### config.mk
export PLATFORM = sky130hd
export DESIGN_NAME = lwml_front
export DESIGN_NICKNAME = d
export VERILOG_FILES = /design/src/lwml_pkg.sv /design/src/lwml_front.sv
export SDC_FILE = /design/constraint.sdc
export NUM_CORES = 2
export LEC_CHECK = 0
export BUFFER_PORTS_ARGS = -buffer_cell sky130_fd_sc_hd__buf_2
export CAP_MARGIN = 20
export CORE_UTILIZATION = 63
export DETAILED_ROUTE_END_ITERATION = 8
export PLACE_DENSITY = 0.84
export SLEW_MARGIN = 30
export SYNTH_ARGS = -nofsm -noshare
export SYNTH_HDL_FRONTEND = slang
export SYNTH_SLANG_ARGS = --single-unit
### constraint.sdc
create_clock -name i_clk -period 9.85 [get_ports i_clk]
set_input_delay 1.97 -clock i_clk [delete_from_list [all_inputs] [get_ports i_clk]]
set_output_delay 1.97 -clock i_clk [all_outputs]
set_load 0.02 [all_outputs]
### src/lwml_pkg.sv
// Shared types, constants and tables of the weighted mean LINEX loss unit.
// No dependencies.
`timescale 1ns / 1ps
package lwml_pkg;

    localparam int FRAC_BITS       = 16;
    localparam int COUNT_BITS_DEF  = 20;
    localparam int QUEUE_DEPTH_DEF = 4;
    localparam int X_W             = 34;
    localparam int OUT_W           = 48;
    localparam int EXP_TERMS       = 12;
    localparam int EXP_LIM         = 64 << FRAC_BITS;
    localparam logic [15:0] ASYM_RESET = 16'd6554;
    localparam logic [30:0] LOG2E_Q30  = 31'd1549082005;
    localparam logic [31:0] LN2_Q32    = 32'd2977044472;
    localparam logic [OUT_W-1:0] OUT_MAX = {OUT_W{1'b1}};

    typedef struct packed {
        logic signed [31:0] target;
        logic signed [31:0] prediction;
        logic signed [31:0] offset;
        logic        [31:0] weight;
        logic               last_item;
    } t_in_item;

    typedef struct packed {
        logic [OUT_W-1:0] mean_loss;
        logic             overflow;
        logic             empty_weight;
    } t_out_item;

    // Scaled residual and weight, as handed from front to back.
    typedef struct packed {
        logic signed [X_W-1:0] x;
        logic [31:0]           weight;
        logic                  last_item;
    } t_qent;

    typedef struct packed {
        logic  valid;
        t_qent ent;
    } t_qpush;

    typedef struct packed {
        logic  nempty;
        t_qent head;
    } t_qhead;

    // floor(2^32 / k); k = 1 gives 2^32 so that the product is exact.
    function automatic logic [32:0] recip_k(input logic [3:0] k);
        logic [32:0] v;
        case (k)
            4'd1:    v = 33'h1_0000_0000;
            4'd2:    v = 33'd2147483648;
            4'd3:    v = 33'd1431655765;
            4'd4:    v = 33'd1073741824;
            4'd5:    v = 33'd858993459;
            4'd6:    v = 33'd715827882;
            4'd7:    v = 33'd613566756;
            4'd8:    v = 33'd536870912;
            4'd9:    v = 33'd477218588;
            4'd10:   v = 33'd429496729;
            4'd11:   v = 33'd390451572;
            4'd12:   v = 33'd357913941;
            default: v = 33'd0;
        endcase
        return v;
    endfunction

endpackage

### src/lwml_front.sv
// Front end: accepts observations, forms the scaled residual x = floor(a*r/2^16).
// Depends on lwml_pkg.
`timescale 1ns / 1ps
module lwml_front (
    input  logic              i_clk,
    input  logic              i_rst_n,
    input  logic              i_acc,
    input  lwml_pkg::t_in_item i_item,
    input  logic              i_cfg_we,
    input  logic [15:0]       i_cfg_data,
    output logic              o_busy,
    output lwml_pkg::t_qpush  o_push
);
    logic [15:0]                     r_asym;
    logic                            r_v;
    logic signed [33:0]              r_r;
    logic [31:0]                     r_w;
    logic                            r_last;
    logic signed [50:0]              n_prod;

    always_ff @(posedge i_clk) begin
        if (!i_rst_n) begin
            r_asym <= lwml_pkg::ASYM_RESET;
            r_v    <= 1'b0;
        end else begin
            if (i_cfg_we) begin
                r_asym <= i_cfg_data;
            end
            r_v <= i_acc;
        end
        if (i_acc) begin
            r_r    <= 34'(i_item.target) - (34'(i_item.prediction) + 34'(i_item.offset));
            r_w    <= i_item.weight;
            r_last <= i_item.last_item;
        end
    end

    // 34x17 signed product; arithmetic shift gives the floor
    assign n_prod = 51'(r_r) * 51'($signed({1'b0, r_asym}));

    assign o_busy               = r_v;
    assign o_push.valid         = r_v;
    assign o_push.ent.x         = n_prod[49:16];
    assign o_push.ent.weight    = r_w;
    assign o_push.ent.last_item = r_last;
endmodule

==> flow_metrics.env <==
export IMPL_root_buffer="clkbuf_16"
export IMPL_clockBufferDepth=2
export IMPL_dieArea_sq_um=37610
export IMPL_grt_max_degree=69
export IMPL_start_util_pct=64.61
export IMPL_clk_latency_ps=340
export IMPL_synthFlopType="edfxtp_1"
export IMPL_worstPathCellList="buf_4 -> nand2_1 -> fa_1 -> inv_1 -> fa_1 -> fa_1 -> fa_1 -> fa_1 -> inv_1 -> fa_1 -> inv_1 -> ha_1 -> a21o_1 -> a21o_1 -> a21oi_1 -> a21boi_0 -> a2111o_1 -> a31oi_2 -> o21bai_1 -> a31oi_1 -> xnor2_1 -> buf_2"
export IMPL_cp_required_ps=7880
export IMPL_core_area_sq_um=35910
export IMPL_startpoint_type="flop"
export IMPL_worst_pin_slew_ps=912.4
export IMPL_rsz0062_at_grt="false"
export IMPL_cts_tree="done"
export IMPL_cts_buffers=9
export IMPL_io_pin_count=218
export IMPL_max_cap_violations=0
export IMPL_clock_skew_ps=0
export IMPL_ys_ff_latch=84
export IMPL_path_common_cell="fa_1"
export IMPL_clk_pin_slew_ps=70
export IMPL_syn_cell_area_sq_um=23210
export IMPL_synth_seq_area_share_pct=10.14
export IMPL_avgSynthCellArea_sq_um=9.301
export IMPL_grt_usage_pct=31.73
export IMPL_stdcell_count=3124
export IMPL_drtPass1Iterations=5
export IMPL_arrival_ps=7420
export IMPL_dr_max_layer_used="met4"
export IMPL_hp_class="flop to flop"
export IMPL_grt_overflow_total=0
export IMPL_vias=17360
export IMPL_status="complete, no violations"
export IMPL_syn_num_nets=3337
export IMPL_final_net_count=3495
export IMPL_tns_ps=0
export IMPL_cp_end_kind="output port"
export IMPL_cts_num_sinks=84
export IMPL_antenna_found_initial=5
export IMPL_die_h_um=193.9
export IMPL_slowest_stage="dfxtp_1"
export IMPL_finalHoldViolCount=0
export IMPL_setup_violations=0
export IMPL_maxSlewHeadroom_pct=39.09
export IMPL_worst_path_largest_cell_delay_ps=630
export IMPL_yosysWarningCount=0
export IMPL_syn_inst=2495
export IMPL_drive_above_1_share_pct=10.76
export IMPL_dp_hpwl_um=46300
export IMPL_h_tree_depth=3
export IMPL_dr_wl_met3_um=3929
export IMPL_area_growth_pct=7.915
export IMPL_grt_pass1_wl_um=94510
export IMPL_grt_pass1_vias=19851
export IMPL_synth_distinct_cells=59
export IMPL_m1WireLength_um=20150
export IMPL_synth_edff_count=67
export IMPL_crit_type="flop to output port"
export IMPL_numPortBuffers=217
export IMPL_routed_wl_um=55540
export IMPL_post_route_period_util_pct=95.30
export IMPL_max_freq_mhz=106.5
export IMPL_route_detailed_drc=0
export IMPL_gp_congestion=0.9576
export IMPL_maxSlewViolCount=0
export IMPL_post_drt_wl_per_cell_um=17.78
export IMPL_vias_per_cell=5.557
export IMPL_drt_iter0_drc=1167
export IMPL_critPathMaxFanout=25
export IMPL_rows=69
export IMPL_async_reset_ff_share_pct=0
export IMPL_dp_cells=3103
export IMPL_drtAntennaViolNets=0
export IMPL_min_period_ps=9387
export IMPL_fp_dieW_um=193.9
export IMPL_wl_met2_um=28180
per-stage QoR:
| stage | cell area (sq um) | utilization (%) | setup WS, ps | hold slack (ps) |
|---|---|---|---|---|
| floorplan | 23210 | - | 1566 | 533.5 |
| global placement | 24710 | 68.80 | 862.0 | 711.6 |
| detailed placement | 24710 | 68.80 | 732.4 | 729.9 |
| CTS | 25030 | 69.68 | 335.6 | 761.9 |
| global route | 25040 | 69.73 | 104.6 | 763.2 |
| finish | 25040 | 69.73 | 462.7 | 731.3 |
critical path, delay by kind of cell (launching register included):
family / cells / cell delay [ps]
adder cells (fa/ha/maj): 7 / 3300
AO/OA/AOI/OAI: 8 / 1950
buffers and inverters: 5 / 830
flip-flops: 1 / 630
XOR/XNOR: 1 / 200
AND/OR/NAND/NOR: 1 / 140
metal layers:
metal / GRT usage, % / vias up
met1: 37.24 / 8715
li1: - / 7615
met3: 4.279 / 229
met4: 17.78 / 0
met5: 0 / -
met2: 56.36 / 801
Yosys cell counts (all sizes together), types with 13 or more instances:
library cell    n  area share (%)
xnor2          46             1.7
edfxtp         67             8.7
a21o           30            0.97
a21oi          67             1.5
nor2b          16            0.43
nand3          14            0.36
inv           646              10
xor2           25            0.94
dfxtp          17             1.5
mux2i          17            0.73
ha            151             8.1
clkbuf         97             1.6
and2          198             5.4
o21ai          35            0.80
nor2           32            0.52
o21bai         13            0.42
nand2         397             6.4
fa            542              47
placed cells by master, fill, tap and decap left out, types with 4 or more instances in the layout:
cell type and instances:
dfxtp_1 12, o21ai_0 32, nand2_1 397, edfxtp_1 67, o21a_1 7, a21o_1 30
xnor2_1 46, nor2_1 32, dfxtp_2 5, inv_1 646, a21oi_1 66, o21bai_1 13
diode_2 5, buf_2 217, or2_2 5, nor3_1 4, nand2b_1 9, a31oi_1 6
xor2_1 25, mux2i_1 17, fa_1 542, and3_1 9, and2_1 195, nor2b_1 16
clkbuf_16 9, buf_4 29, ha_1 151, nand3_1 13
layout make-up:
class                      instances  area, sq um
clock inverter                     7        91.34
tap                              461        576.8
sequential                        84         2359
timing repair buffer             246         1304
inverter                         646         2425
fill                            2653        10870
multi-input combinational       1666        18050
clock buffer                       9        225.2
antenna                            5        12.51
kinds of logic after synthesis:
group,share of synthesized area [%]
AND/OR/NAND/NOR,14.25
multiplexers,0.7333
XOR/XNOR,2.680
flip-flops,10.14
adder cells (fa/ha/maj),54.90
buffers and inverters,12.08
AO/OA/AOI/OAI,5.219
path summary, 6_finish.rpt:
check,endpoint,slack (ps),cells past startpoint,from
min,r_asym[8]$_SDFFE_PN1P_,730,2,r_asym[8]$_SDFFE_PN1P_
max reg2reg,r_asym[12]$_SDFFE_PN1P_,8250,3,r_asym[12]$_SDFFE_PN1P_
max,o_push[59],460,22,r_asym[10]$_SDFFE_PN0P_
min reg2reg,r_asym[8]$_SDFFE_PN1P_,730,2,r_asym[8]$_SDFFE_PN1P_
repair_timing:
action | in CTS | in global routing
setup buffers | 0 | 0
resized for setup | 0 | 3
hold buffers | 0 | 0
endpoints found under the setup margin | 0 | 1
sequential cells by signal, summed over array words and instances, names as in the netlist:
register and flops:
r_r 34, r_w 32, r_asym 16, o_busy 1, r_last 1
Power is not shown: default switching activity piles up to over one toggle a cycle in this logic, so the estimate is an artifact.
