$ cat src/lwml_pkg.sv
// Shared types, constants and tables of the weighted mean LINEX loss unit.
// No dependencies.
`timescale 1ns / 1ps
package lwml_pkg;

    localparam int FRAC_BITS       = 16;
    localparam int COUNT_BITS_DEF  = 20;
    localparam int QUEUE_DEPTH_DEF = 4;
    localparam int X_W             = 34;
    localparam int OUT_W           = 48;
    localparam int EXP_TERMS       = 12;
    localparam int EXP_LIM         = 64 << FRAC_BITS;
    localparam logic [15:0] ASYM_RESET = 16'd6554;
    localparam logic [30:0] LOG2E_Q30  = 31'd1549082005;
    localparam logic [31:0] LN2_Q32    = 32'd2977044472;
    localparam logic [OUT_W-1:0] OUT_MAX = {OUT_W{1'b1}};

    typedef struct packed {
        logic signed [31:0] target;
        logic signed [31:0] prediction;
        logic signed [31:0] offset;
        logic        [31:0] weight;
        logic               last_item;
    } t_in_item;

    typedef struct packed {
        logic [OUT_W-1:0] mean_loss;
        logic             overflow;
        logic             empty_weight;
    } t_out_item;

    // Scaled residual and weight, as handed from front to back.
    typedef struct packed {
        logic signed [X_W-1:0] x;
        logic [31:0]           weight;
        logic                  last_item;
    } t_qent;

    typedef struct packed {
        logic  valid;
        t_qent ent;
    } t_qpush;

    typedef struct packed {
        logic  nempty;
        t_qent head;
    } t_qhead;

    // floor(2^32 / k); k = 1 gives 2^32 so that the product is exact.
    function automatic logic [32:0] recip_k(input logic [3:0] k);
        logic [32:0] v;
        case (k)
            4'd1:    v = 33'h1_0000_0000;
            4'd2:    v = 33'd2147483648;
            4'd3:    v = 33'd1431655765;
            4'd4:    v = 33'd1073741824;
            4'd5:    v = 33'd858993459;
            4'd6:    v = 33'd715827882;
            4'd7:    v = 33'd613566756;
            4'd8:    v = 33'd536870912;
            4'd9:    v = 33'd477218588;
            4'd10:   v = 33'd429496729;
            4'd11:   v = 33'd390451572;
            4'd12:   v = 33'd357913941;
            default: v = 33'd0;
        endcase
        return v;
    endfunction

endpackage

$ cat src/lwml_queue.sv
// Short register queue between front and back end.
// Depends on lwml_pkg.
`timescale 1ns / 1ps
module lwml_queue #(
    parameter int DEPTH = lwml_pkg::QUEUE_DEPTH_DEF
) (
    input  logic                      i_clk,
    input  logic                      i_rst_n,
    input  lwml_pkg::t_qpush          i_push,
    input  logic                      i_pop,
    output lwml_pkg::t_qhead          o_head,
    output logic [$clog2(DEPTH+1)-1:0] o_count
);
    localparam int PW = $clog2(DEPTH);
    localparam int CW = $clog2(DEPTH + 1);

    lwml_pkg::t_qent r_mem [DEPTH];
    logic [PW-1:0]   r_wp, r_rp;
    logic [CW-1:0]   r_cnt;
    logic            n_pop;

    assign n_pop = i_pop && (r_cnt != '0);

    always_ff @(posedge i_clk) begin
        if (!i_rst_n) begin
            r_wp  <= '0;
            r_rp  <= '0;
            r_cnt <= '0;
        end else begin
            if (i_push.valid) begin
                r_wp <= (r_wp == PW'(DEPTH - 1)) ? '0 : r_wp + 1'b1;
            end
            if (n_pop) begin
                r_rp <= (r_rp == PW'(DEPTH - 1)) ? '0 : r_rp + 1'b1;
            end
            r_cnt <= r_cnt + CW'(i_push.valid) - CW'(n_pop);
        end
        if (i_push.valid) begin
            r_mem[r_wp] <= i_push.ent;
        end
    end

    assign o_head.nempty = (r_cnt != '0);
    assign o_head.head   = r_mem[r_rp];
    assign o_count       = r_cnt;
endmodule

$ cat config.mk
export PLATFORM = sky130hd
export DESIGN_NAME = lwml_queue
export DESIGN_NICKNAME = d
export VERILOG_FILES = /design/src/lwml_pkg.sv /design/src/lwml_queue.sv
export SDC_FILE = /design/constraint.sdc
export NUM_CORES = 1
export LEC_CHECK = 0
export BUFFER_PORTS_ARGS = -buffer_cell sky130_fd_sc_hd__buf_2
export CORE_ASPECT_RATIO = 0.6
export CORE_MARGIN = 4
export CORE_UTILIZATION = 51
export DETAILED_ROUTE_END_ITERATION = 16
export PLACE_DENSITY_LB_ADDON = 0.05
export SLEW_MARGIN = 20
export SYNTH_ARGS = -nofsm -noshare
export SYNTH_HDL_FRONTEND = slang
export SYNTH_SLANG_ARGS = --single-unit
export TNS_END_PERCENT = 100
$ cat constraint.sdc
create_clock -name i_clk -period 2.45 [get_ports i_clk]
set_input_delay 0 -clock i_clk [delete_from_list [all_inputs] [get_ports i_clk]]
set_output_delay 0 -clock i_clk [all_outputs]
set_load 0.1 [all_outputs]
==> summary.md, run 1 <==
| Metric | Value |
|---|---|
| Core Box Area | `0.01927 sq mm` |
| Multi-input logic area | `0.001777 sq mm` |
| Maximum Capacitance Violations | `0` |
| Total number of clock tree sinks | `277` |
| Global placer's final weighted congestion | `0.6756` |
| Biggest area consumer among synthesized cells | `sky130_fd_sc_hd__edfxtp_1` |
| Number of optimization iterations in the first detailed-route pass | `5` |
| Sequential cell area fraction in the yosys report | `80.97%` |
| Number of different library cells in the post-synthesis netlist | `21` |
| Worst slew margin | `65.63%` |
| Arrival time reported for the critical path endpoint | `2190 ps` |
| Layout Area Growth over Synthesis | `25.68%` |
| Min Clock Period, post-route | `2192 ps` |
| Worst slew pin tran | `519.2 ps` |
| Number of rows in the core area | `39` |
| Setup repair after global routing missed its margin | `no` |
| # IOs | `142` |
| CTS Root Buffer Type | `sky130_fd_sc_hd__clkbuf_16` |
| Remaining DRCs | `0` |
| Final setup viols | `0` |
| Number of H-tree levels | `1` |
| Starting density of the core | `52.72%` |
| Share of Yosys cell area claimed by the top area cell type | `79.19%` |
| Area of the die | `0.02232 sq mm` |
| Worst path slowest cell | `sky130_fd_sc_hd__mux4_2` |
| Largest clock skew in the final design | `10.99 ps` |
| HPWL after detailed placement | `11310 um` |
| Synth top area cells | `sky130_fd_sc_hd__edfxtp_1 79%, sky130_fd_sc_hd__mux4_2 15%, sky130_fd_sc_hd__dfxtp_1 1.8%` |
| Gr ovfl total | `0` |
| Antenna diode count | `0` |
| Synth Warn # | `0` |
| Setup slack, reg-to-reg | `410 ps` |
| Largest delay contributor family on the critical path | `buffers and inverters` |
| Via count | `4855` |
| Maximum count of clock buffers along a single path | `3` |
| Sequential cell area in the final layout | `0.008237 sq mm` |
| Final Hold Viols | `0` |
| Finished Core Util | `66.26%` |
| Die H | `117.3 um` |
| Crit path max fanout | `11` |
| CTS buffer count | `25` |
| Antenna violations before repair | `0` |
| Highest clock frequency the design can meet | `456.1 MHz` |
| Cells traversed along the worst timing path | `buf_4, mux4_2, buf_2` |
| Number of global-route vias before repair | `5222` |
| Gate count after technology mapping | `394` |
| Detailed-route wire length | `18830 um` |
| Period utilization | `89.49%` |
| Startpoint kind of the worst setup timing path | `flip-flop` |
| Share of power burned in the clock network | `25.3%` |
| Switching Fraction | `38.77%` |
| Worst Setup Path Type | `flip-flop to output port` |
| Worst vdd rail ir drop | `0.8492 mV` |
| Pin count of the biggest net entering global routing | `35` |
| Reg clk slew, reported paths | `60 ps` |
| Final sum of negative setup slack | `0 ps` |
| Global routing usage summed across all routing layers | `16.76%` |
| Post-synth design cell area | `0.01016 sq mm` |
| Fin nets | `715` |
| Data required time of the critical path | `2450 ps` |
| Total leakage power | `4.388 nW` |
| Average cell area after synthesis | `25.79 sq um` |
| Nature of the critical path endpoint | `output port` |
| Status | `finished clean` |
| Commonest cells after routing, fill and taps aside | `268 x sky130_fd_sc_hd__edfxtp_1, 141 x sky130_fd_sc_hd__buf_2, 71 x sky130_fd_sc_hd__dlygate4sd3_1` |
| Share of post-route cells with drive strength above 1 | `40.76%` |
| Register bit total from synthesis | `277` |
| Slowest stage delay, CP | `540 ps` |
| Wire length of the first global-routing pass | `29210 um` |
| Number of port buffers | `141` |
| Max Transition Viols Final | `0` |
| Detail-routed via count per cell | `5.271` |
| Die X-Extent | `190.2 um` |
| Cell Int Power | `8.622 mW` |
| Starting DRT DRC Count | `320` |
| Switching component of the power | `5.459 mW` |
| Count of buffering cells on the critical path with inverters included | `2` |
| Type of the most critical hold path | `input pin to flip-flop` |
| Filler instances | `1288` |
| Post-DR wirelength/cell | `20.45 um` |
| Number of antenna-violating nets in the routed design | `0` |
| Sequential fraction of design power | `39.7%` |
| TritonCTS clock tree | `done` |
| Most common library cell in the layout ignoring fill and taps | `sky130_fd_sc_hd__edfxtp_1` |
| PD cells | `1102 mW/mm^2` |
| Worst-skew pair later-pin latency | `510 ps` |
| Post-synthesis net count | `473` |
| Combinational fraction of design power | `35.1%` |
[power groups by stage]
stage	registers, mW	logic (mW)	clock network, mW
after global routing	5.61	5.13	3.87
after global placement	5.70	4.79	0
final	5.59	4.94	3.56
after floorplan	5.72	4.11	0
after CTS	5.62	4.92	3.65
after detailed placement	5.72	4.81	0
[sequential cells by signal (all words and copies together), names as in the netlist, named ones only]
| signal | count |
|---|---|
| r_mem | 268 |
| o_count | 3 |
| r_rp | 2 |
| r_wp | 2 |
[cells in the mapped netlist]
cell type                    n
sky130_fd_sc_hd__buf_2       4
sky130_fd_sc_hd__or3b_2      2
sky130_fd_sc_hd__mux4_2     67
sky130_fd_sc_hd__buf_6       1
sky130_fd_sc_hd__xnor3_1     1
sky130_fd_sc_hd__inv_1       6
sky130_fd_sc_hd__buf_1       3
sky130_fd_sc_hd__dfxtp_1     9
sky130_fd_sc_hd__buf_4       3
sky130_fd_sc_hd__o31a_1      1
sky130_fd_sc_hd__nor2_1      3
sky130_fd_sc_hd__or3_1       1
sky130_fd_sc_hd__and2_1      5
sky130_fd_sc_hd__a21oi_1     1
sky130_fd_sc_hd__ha_1        7
sky130_fd_sc_hd__edfxtp_1  268
sky130_fd_sc_hd__buf_12      4
sky130_fd_sc_hd__mux2i_1     3
sky130_fd_sc_hd__nand2_1     3
sky130_fd_sc_hd__fa_1        1
sky130_fd_sc_hd__nand2b_1    1
[metrics by stage]
stage / power (mW) / cells / worst slack, ps / cell area [sq um] / hold WS, ps
final: 14.08 / 921 / 257.6 / 12770 / 224.8
after global routing: 14.61 / 921 / 135.0 / 12770 / 219.9
after CTS: 14.20 / 920 / 58.28 / 12740 / 202.2
after detailed placement: 10.53 / 803 / 524.7 / 11290 / 217.7
after global placement: 10.49 / 803 / 580.3 / 11290 / 208.2
after floorplan: 9.829 / 394 / 22.38 / 10170 / 98.87
[cell families (layout without fill, tap and decap cells)]
family,Yosys count,after routing,share of synthesized area [%]
AO/OA/AOI/OAI,2,2,0.1354
flip-flops,277,277,80.97
adder cells (fa/ha/maj),8,8,1.059
AND/OR/NAND/NOR,15,15,0.8250
buffers and inverters,21,282,1.650
XOR/XNOR,1,1,0.2216
multiplexers,70,70,15.14
[final cells by class]
type                            instances  area share [%]
Clock inverter                         13          0.6955
Clock buffer                           33           5.133
Multi-Input combinational cell         96           13.91
Sequential cell                       277           64.49
Timing Repair Buffer                  230           12.99
Tap cell                              266           2.606
Inverter                                6          0.1763
[layer usage]
layer,up-vias,GRT usage (%),routed length [um]
met4,0,2.870,262
met1,2503,23.81,8154
met2,162,27.58,9191
met3,25,3.800,1225
met5,-,0,0
li1,2165,-,-
[repair_timing]
action / 4_1_cts / 5_1_grt
gates resized for setup: 0 / 0
endpoints found under the hold margin: 277 / 0
buffers inserted: 0 / 1
hold buffers: 71 / 0
setup endpoints to repair: 0 / 6
[final timing paths]
check / start / endpoint / depth (start not counted)
worst max-delay path: flip-flop / o_head[58] / 3
worst min-delay path: i_push[23] / r_mem[3][23] / 2
worst max register to register: o_count[2] / o_count[0] / 6
worst min register to register: r_rp[1] / flip-flop / 2
(Power assumes the default switching activity.)
==> run 2: changes to the inputs <==
--- a/config.mk
+++ b/config.mk
@@ -11,6 +11,7 @@
 export CORE_UTILIZATION = 51
 export DETAILED_ROUTE_END_ITERATION = 16
 export PLACE_DENSITY_LB_ADDON = 0.05
+export RECOVER_POWER = 100
 export SLEW_MARGIN = 20
 export SYNTH_ARGS = -nofsm -noshare
 export SYNTH_HDL_FRONTEND = slang
==> run 2 against run 1 <==
First-iteration DRC count rose by 11%. Sequential share of layout area is 0.68 points higher. Clock power is essentially flat. Clock-buffer cell count unchanged.
==> summary.md, run 2 (synthesized netlist as in run 1, its figures left out) <==
| Metric | Value |
|---|---|
| Status | `finished clean` |
| Share of power burned in the clock network | `25.3% (about the same)` |
| Global routing usage summed across all routing layers | `16.76% (unchanged)` |
| Min-Delay Startpoint | `i_push[23]` |
| Number of rows in the core area | `39 (unchanged)` |
| Cells traversed along the worst timing path | `buf_4, mux4_2, clkbuf_2` |
| Number of flip-flops under the largest register name | `268 (unchanged)` |
| GR Util met1 | `23.81% (unchanged)` |
| Wire length of the first global-routing pass | `29210 um (unchanged)` |
| Period utilization | `91.61% (+2.1 points)` |
| Number of port buffers | `141 (unchanged)` |
| # IOs | `142 (unchanged)` |
| Final setup viols | `0 (unchanged)` |
| Detailed-route wire length | `18790 um (-0.22%)` |
| Worst-skew pair later-pin latency | `510 ps (about the same)` |
| Gr ovfl total | `0 (unchanged)` |
| Placed Instance Area | `0.01129 sq mm (unchanged)` |
| Cells resized by post-CTS repair | `0 (unchanged)` |
| Final instance count without filler cells | `921 (unchanged)` |
| Largest delay contributor family on the critical path | `buffers and inverters` |
| Startpoint kind of the worst setup timing path | `flip-flop` |
| Switching component of the power | `5.474 mW (+0.27%)` |
| Depth of the most critical reg-to-reg path | `3 (-3)` |
| Maximum count of clock buffers along a single path | `3 (unchanged)` |
| Number of H-tree levels | `1 (unchanged)` |
| Number of antenna-violating nets in the routed design | `0 (unchanged)` |
| Area of the die | `0.02232 sq mm (unchanged)` |
| Arrival time reported for the critical path endpoint | `2240 ps (+50 ps)` |
| Die H | `117.3 um (unchanged)` |
| Hold Crit Endpoint | `r_mem[3][23]` |
| Crit path max fanout | `29 (+18)` |
| Highest clock frequency the design can meet | `445.5 MHz (-2.3%)` |
| Register bank with the most flops | `r_mem` |
| Antenna diode count | `0 (unchanged)` |
| Cell Int Power | `8.578 mW (-0.50%)` |
| Met3 demand-to-capacity share in global routing | `3.800% (unchanged)` |
| Post-DR wirelength/cell | `20.40 um (-0.22%)` |
| CTS buffer count | `25 (unchanged)` |
| Layout Area Growth over Synthesis | `24.37%` |
| TritonCTS clock tree | `done` |
| Global placer's final weighted congestion | `0.6756 (unchanged)` |
| Starting density of the core | `52.72% (unchanged)` |
| Via count | `4866 (+0.23%)` |
| Number of global-route vias before repair | `5222 (unchanged)` |
| CTS Root Buffer Type | `sky130_fd_sc_hd__clkbuf_16` |
| Core Box Area | `0.01927 sq mm (unchanged)` |
| Worst slew pin tran | `1174 ps (+654.6 ps)` |
| Number of instances in the placed design | `803 (unchanged)` |
| PD cells | `1112 mW/mm^2 (+0.85%)` |
| Total leakage power | `4.174 nW (-4.9%)` |
| Type of the most critical hold path | `input pin to flip-flop` |
| Total number of clock tree sinks | `277 (unchanged)` |
| Setup repair after global routing missed its margin | `no` |
| Worst slew margin | `22.08% (-44 points)` |
| Sequential fraction of design power | `39.8% (about the same)` |
| Global routing's busiest layer | `met2` |
| Final non-filler cell area | `0.01264 sq mm (-1.0%)` |
| Setup slack, reg-to-reg | `220 ps (-190 ps)` |
| Pin count of the biggest net entering global routing | `35 (unchanged)` |
| Antenna violations before repair | `0 (unchanged)` |
| Commonest cells after routing, fill and taps aside | `268 x sky130_fd_sc_hd__edfxtp_1, 83 x sky130_fd_sc_hd__clkbuf_1, 71 x sky130_fd_sc_hd__dlygate4sd3_1` |
| Worst flop-to-flop path endpoint | `r_mem[1][24]` |
| Worst path slowest cell | `sky130_fd_sc_hd__dfxtp_4` |
| Switching Fraction | `38.95% (+0.18 points)` |
| Slowest stage delay, CP | `670 ps (+130 ps)` |
| Fin nets | `715 (unchanged)` |
| Most common library cell in the layout ignoring fill and taps | `sky130_fd_sc_hd__edfxtp_1` |
| Nature of the critical path endpoint | `output port` |
| Combinational fraction of design power | `34.9% (-0.2 points)` |
| Worst Setup Path Type | `flip-flop to output port` |
| Reg clk slew, reported paths | `60 ps (about the same)` |
| Final sum of negative setup slack | `0 ps (unchanged)` |
| Detail-routed via count per cell | `5.283 (+0.23%)` |
| Data required time of the critical path | `2450 ps (about the same)` |
| Remaining DRCs | `0 (unchanged)` |
| HPWL after detailed placement | `11310 um (unchanged)` |
| Count of buffering cells on the critical path with inverters included | `2 (unchanged)` |
| Share of post-route cells with drive strength above 1 | `29.31% (-11 points)` |
| Maximum Capacitance Violations | `0 (unchanged)` |
| Path length in cells of the critical path | `3 (unchanged)` |
| Starting DRT DRC Count | `356 (+11%)` |
| Fraction of met2 tracks used by global routing | `27.58% (unchanged)` |
| Final total power | `14.05 mW (-0.20%)` |
| Min Clock Period, post-route | `2245 ps (+52.15 ps)` |
| Crit Reg-Reg Startpoint | `r_wp[0]` |
| Die X-Extent | `190.2 um (unchanged)` |
| Final Hold Viols | `0 (unchanged)` |
| Number of optimization iterations in the first detailed-route pass | `5 (unchanged)` |
| Cell depth of the worst min-delay path | `2 (unchanged)` |
| Max Transition Viols Final | `0 (unchanged)` |
| Worst vdd rail ir drop | `0.8890 mV (+4.7%)` |
| Largest clock skew in the final design | `11.09 ps (+0.1019 ps)` |
## run 2: cell count changes in the layout (fill, tap and decap cells not counted), sizes merged
cell    previous run  this run
buf              159        27
clkbuf            33       165
## run 2: final cells by class
type	instances	area, sq um
Multi-Input combinational cell	96	1772
Clock buffer	33	655.6
Fill cell	1335	6636
Timing Repair Buffer	230	1530
Clock inverter	13	88.84
Inverter	6	22.52
Sequential cell	277	8237
Tap cell	266	332.8
## run 2: per-layer routing
metal	vias to the layer above	wire, um
li1	2166	-
met1	2523	8075
met2	151	9279
met3	26	1168
met4	0	270
met5	-	0
## run 2: how the worst max path moves through the flow
stage	startpoint	endpoint	slack, ps
4_1_cts	flip-flop	o_head[16]	60
3_5_place_dp	o_count[1]	o_count[2]	520
5_1_grt	flip-flop	o_head[58]	80
6_report	flip-flop	o_head[2]	210
2_1_floorplan	o_count[2]	o_count[2]	20
3_3_place_gp	o_count[1]	o_count[2]	580
## run 2: through the flow
step	utilization (%)	hold WS, ps	setup WS, ps
2_1_floorplan	-	98.87	22.38
3_3_place_gp	58.57	208.2	580.3
3_5_place_dp	58.57	217.7	524.7
4_1_cts	66.12	202.2	58.28
5_1_grt	65.57	278.3	79.41
6_report	65.57	271.7	205.5
## run 2: timing repair
item / CTS / global route
hold buffers: 71 / 0
buffers inserted: 0 / 1
hold endpoints to repair: 277 / 0
endpoints found under the setup margin: 0 / 6
## run 2: power groups by stage
stage               registers, mW  logic (mW)  clock network, mW
CTS                          5.62        4.92               3.65
finish                       5.59        4.90               3.56
global placement             5.70        4.79                  0
global route                 5.61        5.10               3.87
detailed placement           5.72        4.81                  0
floorplan                    5.72        4.11                  0
